**src/rtl/lud_pkg.sv**
```systemverilog
// ----------------------------------------------------------------------------
// lud_pkg
// Types, constants and the Q16.16 clamp shared by the LU factorization block.
// ----------------------------------------------------------------------------
`default_nettype none

package lud_pkg;

  localparam int IDX_W = 3;
  localparam int DW    = 32;
  localparam int ACC_W = 36;
  localparam int NE    = 2 ** IDX_W;

  localparam logic [DW-1:0] Q_ONE = 32'h0001_0000;
  localparam logic [DW-1:0] Q_MAX = 32'h7FFF_FFFF;
  localparam logic [DW-1:0] Q_MIN = 32'h8000_0000;
  localparam logic [3:0]    SIZE_RST = 4'd8;

  // token moving down the cell chain
  typedef struct packed {
    logic                    vld;
    logic                    rdo;   // readout token, no arithmetic
    logic [IDX_W-1:0]        row;
    logic [IDX_W-1:0]        col;
    logic signed [ACC_W-1:0] acc;
    logic                    sat;
    logic [DW-1:0]           lv;
    logic [DW-1:0]           uv;
  } tok_t;

  // write-back into the cell stores
  typedef struct packed {
    logic             vld;
    logic             is_l;
    logic [IDX_W-1:0] sel;
    logic [IDX_W-1:0] idx;
    logic [DW-1:0]    data;
  } wb_t;

  typedef struct packed {
    logic          done;
    logic          sat;
    logic          zpiv;
    logic [DW-1:0] q;
  } div_res_t;

  typedef enum logic [2:0] {
    ST_LOAD,
    ST_UISS,
    ST_UWAIT,
    ST_LISS,
    ST_LWAIT,
    ST_LDIV,
    ST_OISS,
    ST_ODRAIN
  } st_t;

  // saturate a 48-bit signed value to 32 bits, msb of result is the sat flag
  function automatic logic [DW:0] sat_clamp(input logic signed [47:0] v);
    logic [DW:0] res;
    if (v > $signed(48'h0000_7FFF_FFFF)) begin
      res = {1'b1, Q_MAX};
    end else if (v < $signed(48'hFFFF_8000_0000)) begin
      res = {1'b1, Q_MIN};
    end else begin
      res = {1'b0, v[DW-1:0]};
    end
    return res;
  endfunction

endpackage

`default_nettype wire

```
**src/rtl/lud_div.sv**
```systemverilog
// ----------------------------------------------------------------------------
// lud_div
// Q16.16 quotient (num * 2^16) / den, restoring, one bit per cycle,
// truncated toward zero and saturated; a zero divisor is flagged without iterating.
// ----------------------------------------------------------------------------
`default_nettype none

module lud_div (
  input  wire logic                   clk,
  input  wire logic                   rst_n,
  input  wire logic                   start,
  input  wire logic [lud_pkg::DW-1:0] num,
  input  wire logic [lud_pkg::DW-1:0] den,
  output lud_pkg::div_res_t           res
);
  import lud_pkg::*;

  localparam int QW = DW + 16;
  localparam int CW = $clog2(QW);

  logic          busy_r, busy_nxt;
  logic [CW-1:0] cnt_r, cnt_nxt;
  logic [QW-1:0] dvd_r, dvd_nxt;
  logic [DW-1:0] rem_r, rem_nxt;
  logic [DW-1:0] d_r, d_nxt;
  logic          neg_r, neg_nxt;
  div_res_t      res_r, res_nxt;

  logic [DW:0]   rsh;
  logic [DW:0]   rdif;
  logic          qb;
  logic [QW-1:0] mag;
  logic [DW-1:0] nmag, dmag;

  always_comb begin
    nmag = num[DW-1] ? (~num + 1'b1) : num;
    dmag = den[DW-1] ? (~den + 1'b1) : den;
    rsh  = {rem_r, dvd_r[QW-1]};
    rdif = rsh - {1'b0, d_r};
    qb   = !rdif[DW];
    mag  = {dvd_r[QW-2:0], qb};
  end

  always_comb begin
    busy_nxt = busy_r;
    cnt_nxt  = cnt_r;
    dvd_nxt  = dvd_r;
    rem_nxt  = rem_r;
    d_nxt    = d_r;
    neg_nxt  = neg_r;
    res_nxt  = res_r;
    res_nxt.done = 1'b0;
    if (start) begin
      if (den == '0) begin
        res_nxt.done = 1'b1;
        res_nxt.zpiv = 1'b1;
        res_nxt.sat  = (num != '0);
        res_nxt.q    = (num == '0) ? '0 : (num[DW-1] ? Q_MIN : Q_MAX);
      end else begin
        busy_nxt = 1'b1;
        cnt_nxt  = '0;
        dvd_nxt  = {nmag, 16'h0000};
        rem_nxt  = '0;
        d_nxt    = dmag;
        neg_nxt  = num[DW-1] ^ den[DW-1];
      end
    end else if (busy_r) begin
      rem_nxt = qb ? rdif[DW-1:0] : rsh[DW-1:0];
      dvd_nxt = mag;
      cnt_nxt = cnt_r + 1'b1;
      if (cnt_r == CW'(QW - 1)) begin
        busy_nxt     = 1'b0;
        res_nxt.done = 1'b1;
        res_nxt.zpiv = 1'b0;
        if (neg_r) begin
          if (mag > QW'({1'b1, {(DW-1){1'b0}}})) begin
            res_nxt.sat = 1'b1;
            res_nxt.q   = Q_MIN;
          end else begin
            res_nxt.sat = 1'b0;
            res_nxt.q   = ~mag[DW-1:0] + 1'b1;
          end
        end else begin
          if (mag > QW'(Q_MAX)) begin
            res_nxt.sat = 1'b1;
            res_nxt.q   = Q_MAX;
          end else begin
            res_nxt.sat = 1'b0;
            res_nxt.q   = mag[DW-1:0];
          end
        end
      end
    end
  end

  always_ff @(posedge clk) begin
    if (!rst_n) begin
      busy_r <= 1'b0;
      cnt_r  <= '0;
      res_r  <= '0;
    end else begin
      busy_r <= busy_nxt;
      cnt_r  <= cnt_nxt;
      res_r  <= res_nxt;
    end
  end

  always_ff @(posedge clk) begin
    dvd_r <= dvd_nxt;
    rem_r <= rem_nxt;
    d_r   <= d_nxt;
    neg_r <= neg_nxt;
  end

  assign res = res_r;

endmodule

`default_nettype wire

```
**config.mk**
```make
export PLATFORM = sky130hd
export DESIGN_NAME = lud_div
export DESIGN_NICKNAME = d
export VERILOG_FILES = /design/src/rtl/lud_pkg.sv /design/src/rtl/lud_div.sv
export SDC_FILE = /design/constraint.sdc
export NUM_CORES = 1
export LEC_CHECK = 0
export CORE_MARGIN = 1
export CORE_UTILIZATION = 45
export DETAILED_ROUTE_END_ITERATION = 6
export DONT_BUFFER_PORTS = 1
export MAX_ROUTING_LAYER = met4
export SLEW_MARGIN = 20
export SYNTH_ARGS = -nofsm -noshare
export SYNTH_HDL_FRONTEND = slang
export SYNTH_SLANG_ARGS = --single-unit
```
**constraint.sdc**
```tcl
create_clock -name clk -period 13.3 [get_ports clk]
set_input_delay 1.995 -clock clk [delete_from_list [all_inputs] [get_ports clk]]
set_output_delay 1.995 -clock clk [all_outputs]
set_load 0.05 [all_outputs]
```
==> impl_results.md, run 1 <==
- Outcome: complete, no violations
- Drt total wl: 25.2 mm
- Pwr Density: approximately 180 nW/um^2
- Syn avg cell area: roughly 9.3 sq um
- Final TNS setup: 0 ps
- Clock sink count: 155
- Most frequent cells in the layout: 113 x edfxtp_1, 96 x nor2_1, 96 x a21oi_1
- Post-CTS setup buffer count: 0
- Vias: ~7800
- DR vias/cell: about 6
- Max-cap viol count: 0
- Worst path buffer plus inverter count: 2
- Synthesized area: slightly below 10000 sq um
- Clock power share: 0.261
- Worst path depth: 11
- Drt drc: 0
- Clock Skews: roughly 12 ps
- Initial antenna violation count: 0
- Post_cts resized: 0
- Final antenna-violating net count: 0
- Worst EP required: between 10000 and 15000 ps
- Most Used Layer, Global Route: met2
- Vias in the first global route: about 7500
- Crit path max-delay family: simple AND/OR/NAND/NOR gates
- VDD IR max: 0.0879 mV
- GP Congestion: approximately 0.85
- Syn Inst Count: between 1000 and 1500
- Post-Syn Nets: between 1000 and 1500
- Endpoint type of the worst setup path: flip-flop
- Total GRT Usage: 0.236
- WS Path Type: in -> reg
- Hold Path Class: reg -> reg
- 1st-pass router iterations: 5
- Synth Register Bits: 155
- Gr ovfl total: 0
- PnR Total Power: roughly 1.9 mW
- CP max stage delay: 850 ps
- Commonest non-fill, non-tap cell in the layout: edfxtp_1
- Worst slew margin: 0.348
- CTS tree: built
- Worst setup path start: den[11]
- Comb pwr share: 0.389
- Final min period: 5860 ps
- Drt wl/cell: between 15 and 20 um
- Hold Vio Cnt, Final: 0
- Critical-path top delay cell: clkinv_2
- Data arrival time of the worst path: ~6200 ps
- Hold Startpoint: cnt_r[5]
- Leak Pwr: between 3 and 4 nW
- Clock buffer depth: 2
- Starting DRC count in detailed routing: between 300 and 400
- Yosys warning count: 0
- M3 GR Usage: 0.0527
- EDFF count, synth: about 110
- Area grow syn2layout: 7.94%
- Synth Flop Type: edfxtp_1
- Die area: 22600 sq um
- Final core utilization: 0.503
- PortBufs: 0
- WHS Path Cells: 2
- Rows: 53
- Finish-stage setup viols: 0
- CTS Hold Buffers Added: 0
- Total Nets Final: between 1000 and 1500
- H-tree depth: 4
- Dpl hpwl: ~17 mm
- IO Pins: 102
- Worst-Skew Late Latency: roughly 440 ps
- Int Power: 1.21 mW
- Synth unique cells: 76
- Unrepaired setup endpoints after global routing: false
- Met2 Use GR: 0.385
- Seq pwr share: 0.351
- Die H: between 150 and 200 um
- Achievable clock frequency: between 150 and 200 MHz
- Layout cell share with drive strength beyond 1: 0.0800
- Slew @ Worst Pin: 976 ps
- CTS root buf: clkbuf_16
- Worst reg-to-reg path cell count: 19
- Clk pin slew, worst setup/hold paths: roughly 60 ps
- Max Slew Vio Count: 0
- Psw: between 700 and 800 uW
- Crit-path max FO: 52
- Starting density of the core: 0.466
- Largest net degree at the start of global routing: 110
- Core Region: between 20000 and 25000 sq um
- Diodes inserted: 0
- Post-synth ARST share: 0
- Die X: around 150 um
- M1 GR Usage: 0.290
- TritonCTS buffer count: 17
- R2R Path Start: dvd_r[47]
- Period utilisation layout: 0.441
- Worst-path cell chain: or4_1 -> nor4_1 -> nand4bb_1 -> or3_1 -> o21ai_0 -> clkinv_2 -> buf_4 -> and3_1 -> nand4_1 -> xor2_1 -> nor2_1
- Critical path startpoint category: input port
- First-pass GRT wire length: 39.7 mm
- Post-synthesis sequential area ratio: 0.427
- Sw frac: 0.372
==> final timing paths <==
| check | endpoint | slack (ps) |
|---|---|---|
| worst min-delay path | cnt_r[5] | 520 |
| worst max register to register | res[16] | 8540 |
| worst min register to register | cnt_r[5] | 520 |
| worst max-delay path | cnt_r[5] | 7440 |
==> metrics by stage <==
step | cells | hold WS (ps) | setup WS [ps] | cell area (sq um)
after CTS | 1324 | 518 | 7450 | 10700
after detailed placement | 1292 | 502 | 7000 | 10100
after floorplan | 1066 | 471 | 7760 | 9910
after global placement | 1292 | 497 | 7050 | 10100
after global routing | 1325 | 565 | 7190 | 10700
final | 1325 | 517 | 7440 | 10700
==> worst register-to-register path: cells and delay by family, from the launching register on <==
family / cells / cell delay [ps]
AO/OA/AOI/OAI: 8 / 1490
adder cells (fa/ha/maj): 3 / 810
buffers and inverters: 2 / 160
flip-flops: 1 / 400
AND/OR/NAND/NOR: 6 / 1760
==> power groups by stage <==
stage                     registers [mW]  logic [mW]  clock network (mW)
final                              0.676       0.750               0.503
after global routing               0.686       0.838               0.527
after CTS                          0.676       0.747               0.508
after detailed placement           0.685       0.738                   0
after global placement             0.685       0.737                   0
after floorplan                    0.667       0.603                   0
==> layer usage <==
metal,share of wire,routed length [um],vias up
met1,0.44,11100,3739
met3,0.055,1380,30
li1,-,-,3872
met5,0,0,-
met4,0.021,521,0
met2,0.49,12300,205
==> cell families (layout without fill, tap and decap cells) <==
family | count (synthesis) | after routing | share of synthesized area
and+or+nand+nor | 361 | 361 | 0.186
muxes | 8 | 8 | 0.00858
buffers and inverters | 105 | 89 | 0.0424
DFF | 155 | 155 | 0.427
AOI/OAI and AO/OA | 308 | 308 | 0.207
xor gates and xnor gates | 92 | 92 | 0.0813
adders and majority gates | 37 | 37 | 0.0475
==> cells in the mapped netlist (15+ instances only) <==
| cell | n | area, sq um |
|---|---|---|
| a211oi_1 | 16 | 120 |
| a21o_1 | 23 | 173 |
| a21oi_1 | 96 | 480 |
| a31oi_1 | 16 | 100 |
| clkbuf_1 | 41 | 154 |
| dfxtp_1 | 42 | 841 |
| edfxtp_1 | 113 | 3390 |
| ha_1 | 36 | 450 |
| inv_1 | 51 | 191 |
| nand2_1 | 94 | 353 |
| nand3_1 | 17 | 85.1 |
| nor2_1 | 97 | 364 |
| nor2b_1 | 18 | 113 |
| nor3_1 | 15 | 75.1 |
| nor4_1 | 18 | 113 |
| o21ai_0 | 43 | 215 |
| o22ai_1 | 17 | 106 |
| o31ai_1 | 18 | 135 |
| or3_1 | 21 | 131 |
| xnor2_1 | 53 | 464 |
| xor2_1 | 39 | 342 |
==> cell type report <==
type | instances | area, sq um
clock buffers | 19 | 443
inverters | 51 | 193
repair buffers | 6 | 57.6
flip-flops and latches | 155 | 4230
fillers | 1963 | 10600
multi-input cells | 806 | 5270
well taps | 275 | 344
clock inverters | 13 | 155
==> flip-flops by register name (all words and copies together) (netlist names) <==
signal,flops
rem_r,32
res,35
dvd_r,48
neg_r,1
d_r,32
busy_r,1
cnt_r,6
No activity file was read; power rests on OpenSTA's default activity.
==> run 2: changes to the inputs <==
Clock period 13.3 ns to 5 ns, I/O delays scaled along.
==> run 2 against run 1 <==
Compared with the run above: utilization grew 0.094 points; wire length shrank 1.0%; worst hold slack lost 96 ps; combinational power grew to 2.6 times the previous value; clock power grew to 2.6 times the previous value; non-clock buffer count grew 4; cell count grew 0.38%; total power grew to 2.6 times the previous value; critical path type is now reg -> reg; flip-flop and latch count is the same; count of clock-buffer cells in the layout shrank 1; highest routed layer unchanged; via count grew 0.15%.
==> impl_results.md, run 2 (synthesis gave the netlist of run 1 again) <==
- Worst slew margin: 0.299 (was 0.348)
- Multi-input logic area: 5270 sq um (about the same)
- M1 GR Usage: 0.290 (about the same)
- Clock Skews: 15.4 ps (was 12.3 ps)
- Drt drc: 0 (unchanged)
- Register-to-register setup slack: 820 ps (was 8540 ps)
- Comb pwr share: 0.389 (about the same)
- Dpl hpwl: 17.1 mm (was 17.4 mm)
- Layout cell share with drive strength beyond 1: 0.0825 (was 0.0800)
- Slew @ Worst Pin: 1050 ps (was 976 ps)
- Hold Vio Cnt, Final: 0 (unchanged)
- Post-CTS setup buffer count: 0 (unchanged)
- Psw: 1.87 mW (was 717 uW)
- Sw frac: 0.369 (was 0.372)
- Worst reg-to-reg path cell count: 19 (unchanged)
- Seq pwr share: 0.353 (was 0.351)
- Clock sink count: 155 (unchanged)
- IO Pins: 102 (unchanged)
- Critical path startpoint category: flip-flop (was input port)
- Finish-stage setup viols: 0 (unchanged)
- Int Power: 3.21 mW (was 1.21 mW)
- Hold Startpoint: den[0] (was cnt_r[5])
- Fin worst setup slack: 822 ps (was 7440 ps)
- Max Slew Vio Count: 0 (unchanged)
- Period utilisation layout: 0.836
- Endpoint type of the worst setup path: flip-flop (unchanged)
- Storage cell area: 4230 sq um (unchanged)
- TritonCTS buffer count: 17 (unchanged)
- Gr ovfl total: 0 (unchanged)
- Worst-path cell chain: inv_1 -> ha_1 -> fa_1 -> nand2b_1 -> a21oi_1 -> o21ai_0 -> a21oi_1 -> a21oi_1 -> o211a_1 -> inv_1 -> ha_1 -> nand2b_1 -> or3_1 -> nor4b_1 -> a31oi_1 -> nor2_1 -> a31oi_1 -> nand2_1 -> a21oi_1 (was or4_1 -> nor4_1 -> nand4bb_1 -> or3_1 -> o21ai_0 -> clkinv_2 -> buf_4 -> and3_1 -> nand4_1 -> xor2_1 -> nor2_1)
- Drt total wl: 25.0 mm (was 25.2 mm)
- Worst-Skew Late Latency: 430 ps (was 440 ps)
- VDD IR max: 0.301 mV (was 0.0879 mV)
- M3 GR Usage: 0.0503 (was 0.0527)
- Final antenna-violating net count: 0 (unchanged)
- Pwr Density: 475 nW/um^2 (was 180 nW/um^2)
- CTS tree: built (unchanged)
- Total Nets Final: 1145 (was 1141)
- Fillers: 1986 (was 1963)
- R2R Path Start: dvd_r[47] (unchanged)
- Clock power share: 0.258 (was 0.261)
- Post_cts resized: 0 (unchanged)
- PnR Total Power: 5.09 mW (was 1.93 mW)
- Critical-path top delay cell: nor4b_1 (was clkinv_2)
- H-tree depth: 4 (unchanged)
- Max-cap viol count: 0 (unchanged)
- Largest register FFs: 48 (unchanged)
- Starting DRC count in detailed routing: 411 (was 397)
- WHS Path Cells: 0 (was 2)
- Met2 Use GR: 0.380 (was 0.385)
- Worst slack, placed: 607 ps (was 7000 ps)
- Hold Path Class: in -> reg (was reg -> reg)
- Commonest non-fill, non-tap cell in the layout: edfxtp_1 (unchanged)
- Starting density of the core: 0.466 (unchanged)
- CTS root buf: clkbuf_16 (unchanged)
- Clk pin slew, worst setup/hold paths: 70 ps (was 60 ps)
- Worst path buffer plus inverter count: 2 (unchanged)
- Die X: 150 um (unchanged)
- Achievable clock frequency: ~240 MHz
- Vias: 7858 (was 7846)
- Die H: 150 um (unchanged)
- Inst Count DP: 1297 (was 1292)
- Final cell count without fillers: 1330 (was 1325)
- CP most frequent cell: a21oi_1
- Largest net degree at the start of global routing: 110 (unchanged)
- Drt wl/cell: 18.8 um (was 19.1 um)
- Data arrival time of the worst path: 4490 ps (was 6170 ps)
- Total GRT Usage: 0.235 (was 0.236)
- WS Path Type: reg -> reg (was in -> reg)
- Top reg by flops: dvd_r (unchanged)
- Most frequent cells in the layout: 113 x edfxtp_1, 96 x nor2_1, 96 x a21oi_1 (unchanged)
- Crit-path max FO: 4 (was 52)
- Core Region: 21300 sq um (unchanged)
- Crit path max-delay family: compound AO/OA/AOI/OAI gates (was simple AND/OR/NAND/NOR gates)
- Critical R2R Capture: res[16] (unchanged)
- Worst Hold Path EP: d_r[0] (was cnt_r[5])
- Die area: 22600 sq um (unchanged)
- CP max stage delay: 530 ps (was 850 ps)
- Vias in the first global route: 7467 (was 7480)
- 1st-pass router iterations: 7 (was 5)
- CTS Hold Buffers Added: 0 (unchanged)
- PortBufs: 0 (unchanged)
- First-pass GRT wire length: 39.7 mm (about the same)
- Leak Pwr: 3.94 nW (was 3.93 nW)
- Worst EP required: 5310 ps (was 13610 ps)
- Area grow syn2layout: 8.14% (was 7.94%)
- Outcome: complete, no violations (unchanged)
- Clock buffer depth: 2 (unchanged)
- Final min period: 4180 ps
- DR vias/cell: 5.91 (was 5.92)
- GP Congestion: 0.852 (about the same)
- Initial antenna violation count: 1 (was 0)
- Final TNS setup: 0 ps (unchanged)
- Rows: 53 (unchanged)
- Most Used Layer, Global Route: met2 (unchanged)
- Unrepaired setup endpoints after global routing: false (unchanged)
## run 2: cell count changes in the layout (fill, tap and decap cells not counted)
cell,change
buf_4,+3
buf_6,+1
clkbuf_8,-1
clkinv_1,+1
clkinv_2,-1
clkinv_4,+3
diode_2,+1
inv_6,-1
inv_8,-1
o21ai_2,+1
o21ai_4,-1
## run 2: cell type report
class                   count  area share
diodes                      1    0.000233
clock buffers              18      0.0400
clock inverters            14      0.0149
inverters                  51      0.0180
multi-input cells         806       0.491
flip-flops and latches    155       0.395
well taps                 275      0.0321
repair buffers             10     0.00852
## run 2: metal layers
layer | vias to the layer above | wire length [um]
li1 | 3893 | -
met1 | 3754 | 11200
met2 | 168 | 12100
met3 | 43 | 1150
met4 | 0 | 546
met5 | - | 0
## run 2: metrics by stage
step | util | cell area (sq um) | hold WS (ps)
after global routing | 0.504 | 10700 | 396
final | 0.504 | 10700 | 420
after detailed placement | 0.476 | 10100 | 500
after global placement | 0.476 | 10100 | 498
after CTS | 0.503 | 10700 | 399
after floorplan | - | 9910 | 471
## run 2: worst max path at each step
stage / start / end / depth (start not counted)
final: dvd_r[47] / res[16] / 19
after detailed placement: den[11] / cnt_r[4] / 10
after global placement: den[11] / cnt_r[4] / 10
after CTS: dvd_r[47] / res[16] / 19
after floorplan: dvd_r[47] / res[16] / 23
after global routing: dvd_r[47] / res[16] / 19
## run 2: power by group through the flow
stage                     registers (mW)  logic, mW  clock network [mW]
final                               1.80       1.98                1.31
after global routing                1.82       2.21                1.39
after CTS                           1.80       1.98                1.34
after detailed placement            1.82       1.97                   0
after global placement              1.82       1.96                   0
after floorplan                     1.77       1.60                   0
